===== config.mk =====
export PLATFORM = sky130hd
export DESIGN_NAME = hva_isqrt
export DESIGN_NICKNAME = d
export VERILOG_FILES = /design/src/rtl/core/hva_pkg.sv /design/src/rtl/core/hva_isqrt.sv
export SDC_FILE = /design/constraint.sdc
export NUM_CORES = 2
export LEC_CHECK = 0
export BUFFER_PORTS_ARGS = -buffer_cell sky130_fd_sc_hd__buf_2
export CAP_MARGIN = 20
export CORE_UTILIZATION = 35
export DETAILED_ROUTE_END_ITERATION = 10
export GPL_TIMING_DRIVEN = 0
export HOLD_SLACK_MARGIN = 0.1
export MAX_ROUTING_LAYER = met4
export SLEW_MARGIN = 20
export SYNTH_ARGS = -nofsm -noshare
export SYNTH_HDL_FRONTEND = slang
export SYNTH_MEMORY_MAX_BITS = 65536
export SYNTH_SLANG_ARGS = --single-unit

===== constraint.sdc =====
create_clock -name clk -period 4.5 [get_ports clk]
set_input_delay 0.9 -clock clk [delete_from_list [all_inputs] [get_ports clk]]
set_output_delay 0.9 -clock clk [all_outputs]
set_load 0.02 [all_outputs]

===== src/rtl/core/hva_pkg.sv =====
// Shared types, constants and helper functions of the homogeneous vector ALU.
`timescale 1ns / 1ps
package hva_pkg;

	localparam int WORD_W    = 32;
	localparam int FRAC_BITS = 16;
	localparam int LANES     = 4;
	localparam int OP_W      = 4;
	localparam int EPS_W     = 16;
	localparam int PROD_W    = 2 * WORD_W;
	localparam int WIDE_W    = PROD_W + 2;
	localparam int NUM_W     = WORD_W + FRAC_BITS;
	localparam int SQ_W      = PROD_W;
	localparam int ROOT_W    = SQ_W / 2;
	localparam int REM_W     = ROOT_W + 4;

	localparam int IN_W      = ((OP_W + 9 * WORD_W + 7) / 8) * 8;
	localparam int OUT_W     = ((5 * WORD_W + 4 + 7) / 8) * 8;
	localparam int A_LSB     = OP_W;
	localparam int B_LSB     = OP_W + LANES * WORD_W;
	localparam int S_LSB     = OP_W + 2 * LANES * WORD_W;
	localparam int SC_LSB    = LANES * WORD_W;
	localparam int EQ_BIT    = 5 * WORD_W;
	localparam int APT_BIT   = EQ_BIT + 1;
	localparam int AVEC_BIT  = EQ_BIT + 2;
	localparam int INV_BIT   = EQ_BIT + 3;

	localparam logic [EPS_W-1:0] EPS_RESET = EPS_W'(7);

	localparam logic [OP_W-1:0] OP_ADD   = 4'd0;
	localparam logic [OP_W-1:0] OP_SUB   = 4'd1;
	localparam logic [OP_W-1:0] OP_NEG   = 4'd2;
	localparam logic [OP_W-1:0] OP_SCALE = 4'd3;
	localparam logic [OP_W-1:0] OP_DIV   = 4'd4;
	localparam logic [OP_W-1:0] OP_DOT   = 4'd5;
	localparam logic [OP_W-1:0] OP_CROSS = 4'd6;
	localparam logic [OP_W-1:0] OP_MAG   = 4'd7;
	localparam logic [OP_W-1:0] OP_NORM  = 4'd8;
	localparam logic [OP_W-1:0] OP_CMP   = 4'd9;

	typedef logic signed [WORD_W-1:0] word_t;

	localparam word_t WORD_MAX = {1'b0, {(WORD_W-1){1'b1}}};
	localparam word_t WORD_MIN = {1'b1, {(WORD_W-1){1'b0}}};
	localparam word_t ONE      = word_t'(1) <<< FRAC_BITS;
	localparam logic signed [WIDE_W-1:0] HALF_LSB = WIDE_W'(1) <<< (FRAC_BITS - 1);

	typedef struct packed {
		word_t              res;
		logic               eq;
		logic               nsign;
		logic [NUM_W-1:0]   nmag;
	} lane_out_t;

	typedef struct packed {
		logic [OP_W-1:0]              op;
		word_t                        s;
		logic                         apt;
		logic                         avec;
		logic                         inv;
		logic                         eq;
		word_t                        scalar;
		logic [LANES-1:0][WORD_W-1:0] res;
		logic [LANES-1:0]             neg;
		logic [LANES-1:0][NUM_W-1:0]  nmag;
	} side_t;

	typedef struct packed {
		logic [OP_W-1:0] op;
		word_t           s;
		logic            apt;
		logic            avec;
		logic            inv;
	} base_t;

	function automatic word_t sat_word(input logic signed [WIDE_W-1:0] v);
		if (v > WIDE_W'(WORD_MAX))
			return WORD_MAX;
		if (v < WIDE_W'(WORD_MIN))
			return WORD_MIN;
		return v[WORD_W-1:0];
	endfunction

	function automatic logic close_to(input word_t x, input word_t y,
			input logic [EPS_W-1:0] eps);
		logic signed [WORD_W:0] d;
		logic [WORD_W:0] mag;
		d   = (WORD_W+1)'(x) - (WORD_W+1)'(y);
		mag = d[WORD_W] ? (WORD_W+1)'(-d) : d;
		return mag < (WORD_W+1)'(eps);
	endfunction

endpackage


===== src/rtl/core/hva_isqrt.sv =====
// Pipelined integer square root, one result bit per stage.
`timescale 1ns / 1ps
module hva_isqrt (
	input  logic                       clk,
	input  logic                       en,
	input  logic [hva_pkg::SQ_W-1:0]   x,
	output logic [hva_pkg::ROOT_W-1:0] root
);

	localparam int N = hva_pkg::ROOT_W;
	localparam int R = hva_pkg::REM_W;
	localparam int X = hva_pkg::SQ_W;

	logic [R-1:0] rem_q  [N];
	logic [N-1:0] root_q [N];
	logic [X-1:0] x_q    [N];

	for (genvar k = 0; k < N; k++) begin : g_stage
		logic [R-1:0] rin, r2, tr;
		logic [N-1:0] qin;
		logic [X-1:0] xin;
		if (k == 0) begin : g_first
			assign rin = '0;
			assign qin = '0;
			assign xin = x;
		end else begin : g_next
			assign rin = rem_q[k-1];
			assign qin = root_q[k-1];
			assign xin = x_q[k-1];
		end
		assign r2 = {rin[R-3:0], xin[X-1:X-2]};
		assign tr = R'({qin, 2'b01});
		always_ff @(posedge clk) begin
			if (en) begin
				if (r2 >= tr) begin
					rem_q[k]  <= r2 - tr;
					root_q[k] <= {qin[N-2:0], 1'b1};
				end else begin
					rem_q[k]  <= r2;
					root_q[k] <= {qin[N-2:0], 1'b0};
				end
				x_q[k] <= {xin[X-3:0], 2'b00};
			end
		end
	end

	assign root = root_q[N-1];

endmodule


==> results.md <==
* Outcome: complete, no violations
* F_max at about 230 MHz
* Post-layout min period at between 4 and 5 ns
* FF+latch count, synth at between 2000 and 3000
* Delay of the slowest critical-path stage at approximately 0.70 ns
* Vias at a little over 70000
* # port buffers at 97
* Fin nets at approximately 10000
* Clock Power Share at 0.332
* Most common cell on crit path: buf_12
* Drt first pass iters at 7
* Max FO, Critical Path at 67
* Fin Setup TNS at 0 ns
* Number of flops mapped to enable cells by yosys at between 2000 and 3000
* Die footprint at 339000 um2
* Max Cap Viol at 0
* H-tree Lvls at 5
* I/O pins at between 90 and 100
* Yosys warns at 0
* Fin. max-slew vios at 0
* GP Congestion at 0.911
* Cell Int Power at 0.0493 W
* Unrepaired setup endpoints after global routing: no
* Startpoint Class: input port
* Final Cell Area at roughly 130000 um2
* Main synth FF type: edfxtp_1
* Slew HR at 0.279
* DRC viols at 0
* Final setup skew at 0.0348 ns
* Worst Setup End Kind: flop
* Worst path slowest cell: clkbuf_4
* Clock slew at reported path FFs at ~0.06 ns
* WL final at ~260000 um
* Initial antenna violation count at 4
* Setup violators final at 0
* DRT antenna net count at 0
* DR iter-0 viols at 4973
* CTS tree: built
* Pwr dens at about 520 nW/um2
* Sequential share of power at 0.458
* Logic pwr share at 0.210
* Asr flop ratio synth at 0
* Remaining global-route overflow at 0
* Clk sinks at roughly 2500
* Largest net degree at the start of global routing at 145
* Hpwl dp at approximately 190000 um
* Area growth syn-to-layout at 14.3%
* Maximum clock insertion buffer count at 4
* Sequential area share after synthesis at 0.642
* Starting density of the core at 0.353
* Unique masters post-synth at 94
* Final hold vios at 0
* Clk_lat worst skew at about 0.9 ns
* Vias/cell at ~5.1
* Layout fillers at between 30000 and 40000
* CP Data Arrival Time at approximately 4.8 ns
* Psw at ~0.020 W
* Total CTS buffers at around 300
* Core box area at between 300000 and 400000 um2
* Share of cells above drive strength 1 at 0.0754
* Die Y at 582 um
* Cells after DPL at roughly 14000
* WS Path Type: in -> reg
* Row count at about 210
* First-pass GRT wire length at 404000 um
* Leak at about 50 nW
* Sw frac at 0.291
* Cell Area, Synth at approximately 120000 um2
* DP Area at 125000 um2
* Syn Nets at ~10000
* Syn Area/Cell at around 13 um2
* Worst-path cell chain: buf_12 > buf_16 > buf_16 > clkbuf_2 > buf_12 > clkbuf_2 > buf_12 > clkbuf_4 > buf_2 > clkbuf_1 > clkbuf_4
* Gr usage total at 0.154
* Hold crit path type: in -> reg
* Fin crit share at 0.961
* Chip Width at slightly below 600 um
* Peak supply drop at 0.334 mV
* Slew @ Worst Pin at 1.07 ns
* Required time of the worst setup path at 5.01 ns
* Layout Cells excl Fill at 14300
* CTS Root Cell: clkbuf_16
* Vias in the first global route at around 71000
* Syn Inst Count at around 9000
* Wirelength per Cell at ~18 um
==> area by class of cell <==
class	count	area, um2	area share
Timing Repair Buffer	172	1730	0.0128
Inverter	695	2610	0.0194
Antenna cell	2	5.00	0.0000371
Clock inverter	190	1780	0.0132
Tap cell	4387	5490	0.0407
Sequential cell	2523	75800	0.562
Buffer	197	902	0.00670
Clock buffer	339	7570	0.0562
Multi-Input combinational cell	5745	38900	0.289
==> registers in the layout, summed over array words and instances, names as in the netlist <==
name	cells
rem_q	1003
root_q	528
x_q	992
==> cells in the final DEF (no fill, tap or decap), types with 27 or more instances in the layout <==
cell,Yosys,layout
o21bai_1,42,42
xnor2_1,438,438
o21ai_0,328,328
buf_2,11,108
nand3_1,160,160
o21ai_1,243,242
ha_1,563,563
nand2_1,707,707
nand3b_1,41,41
nor3_1,236,236
or2_2,40,40
o21a_1,98,97
dlygate4sd3_1,0,37
nand4b_1,32,32
nor2_1,485,485
clkbuf_2,0,29
and2_1,46,46
clkinv_1,0,50
nor4_1,124,121
nor2b_1,70,70
nand4_1,104,104
clkbuf_16,0,297
a211oi_1,64,64
a21oi_1,459,459
and3_1,47,47
or3_1,98,98
clkinv_2,0,64
a21o_1,257,257
mux2_1,29,29
nand2b_1,95,95
xor2_1,413,413
o31ai_1,45,45
inv_1,684,684
a31oi_1,46,45
edfxtp_1,2522,2522
or4_1,57,57
nor4b_1,32,27
clkbuf_1,177,176
==> cell usage after synthesis, types with 26 or more instances <==
master | count | area [um2]
nand4b_1 | 32 | 280
and3_1 | 47 | 294
nor2b_1 | 70 | 438
a21oi_1 | 459 | 2300
o211ai_1 | 26 | 195
inv_1 | 684 | 2570
o21bai_1 | 42 | 315
o21ai_1 | 243 | 1220
ha_1 | 563 | 7040
nor4_1 | 124 | 776
nand4_1 | 104 | 651
o21a_1 | 98 | 736
o21ai_0 | 328 | 1640
nor4b_1 | 32 | 280
or4_1 | 57 | 428
or2_2 | 40 | 250
mux2_1 | 29 | 327
clkbuf_1 | 177 | 664
nor2_1 | 485 | 1820
xnor2_1 | 438 | 3840
nand2b_1 | 95 | 594
nand3b_1 | 41 | 308
a31oi_1 | 46 | 288
nand2_1 | 707 | 2650
xor2_1 | 413 | 3620
a211oi_1 | 64 | 480
nand3_1 | 160 | 801
a21o_1 | 257 | 1930
edfxtp_1 | 2522 | 75700
o31ai_1 | 45 | 338
or3_1 | 98 | 613
and2_1 | 46 | 288
nor3_1 | 236 | 1180
==> power groups by stage <==
| stage | Sequential, W | Combinational [W] | Clock [W] |
|---|---|---|---|
| after floorplan | 0.0315 | 0.0108 | 0 |
| after detailed placement | 0.0324 | 0.0144 | 0 |
| final | 0.0319 | 0.0146 | 0.0231 |
| after global placement | 0.0327 | 0.0141 | 0 |
| after global routing | 0.0322 | 0.0163 | 0.0248 |
| after CTS | 0.0319 | 0.0146 | 0.0240 |
==> what timing repair did <==
action                                  CTS  global route
setup buffers                             0             3
hold buffers                             37             0
setup endpoints to repair              1742           253
cloned                                    2             1
gates resized for setup                  24            13
pin swaps                                 0             1
endpoints found under the hold margin    37             0
==> final timing paths <==
path / start / to / slack [ns] / cells after the start
worst max-delay path: en / root_q[0][422]$_DFFE_PP_ / 0.18 / 11
worst min-delay path: x[53] / x_q[0][53]$_DFFE_PP_ / 0.19 / 1
worst max register to register: root_q[1][391]$_DFFE_PP_ / rem_q[1][493]$_DFFE_PP_ / 0.19 / 12
worst min register to register: x_q[0][981]$_DFFE_PP_ / x_q[1][53]$_DFFE_PP_ / 0.39 / 0
==> per-layer routing <==
metal | vias up | track usage | wire length (um)
met3 | 528 | 0.0178 | 9920
met2 | 1544 | 0.258 | 126000
li1 | 35000 | - | -
met5 | - | - | 0
met1 | 35200 | 0.192 | 114000
met4 | 0 | 0.0515 | 8580
==> kinds of logic after synthesis <==
family,count (synthesis),share of synthesized area
DFF,2523,0.642
muxes,63,0.00585
buffers and inverters,892,0.0286
AOI/OAI and AO/OA,1814,0.0956
and+or+nand+nor,2454,0.104
xor gates and xnor gates,851,0.0632
adders and majority gates,563,0.0597
==> worst max-delay path, delay by kind of cell <==
family / cells / cell delay, ns
buffers and inverters: 11 / 3.60
==> per-stage QoR <==
stage / power (W) / hold slack, ns / setup WS (ns) / utilization
after global placement: 0.0468 / 0.400 / -21.01 / 0.371
after floorplan: 0.0423 / 0.400 / 0.195 / -
after detailed placement: 0.0468 / 0.405 / -2.11 / 0.373
after CTS: 0.0704 / 0.100 / 0.0430 / 0.403
after global routing: 0.0732 / 0.136 / 0.000234 / 0.403
final: 0.0695 / 0.195 / 0.177 / 0.403
(Power assumes the default switching activity.)
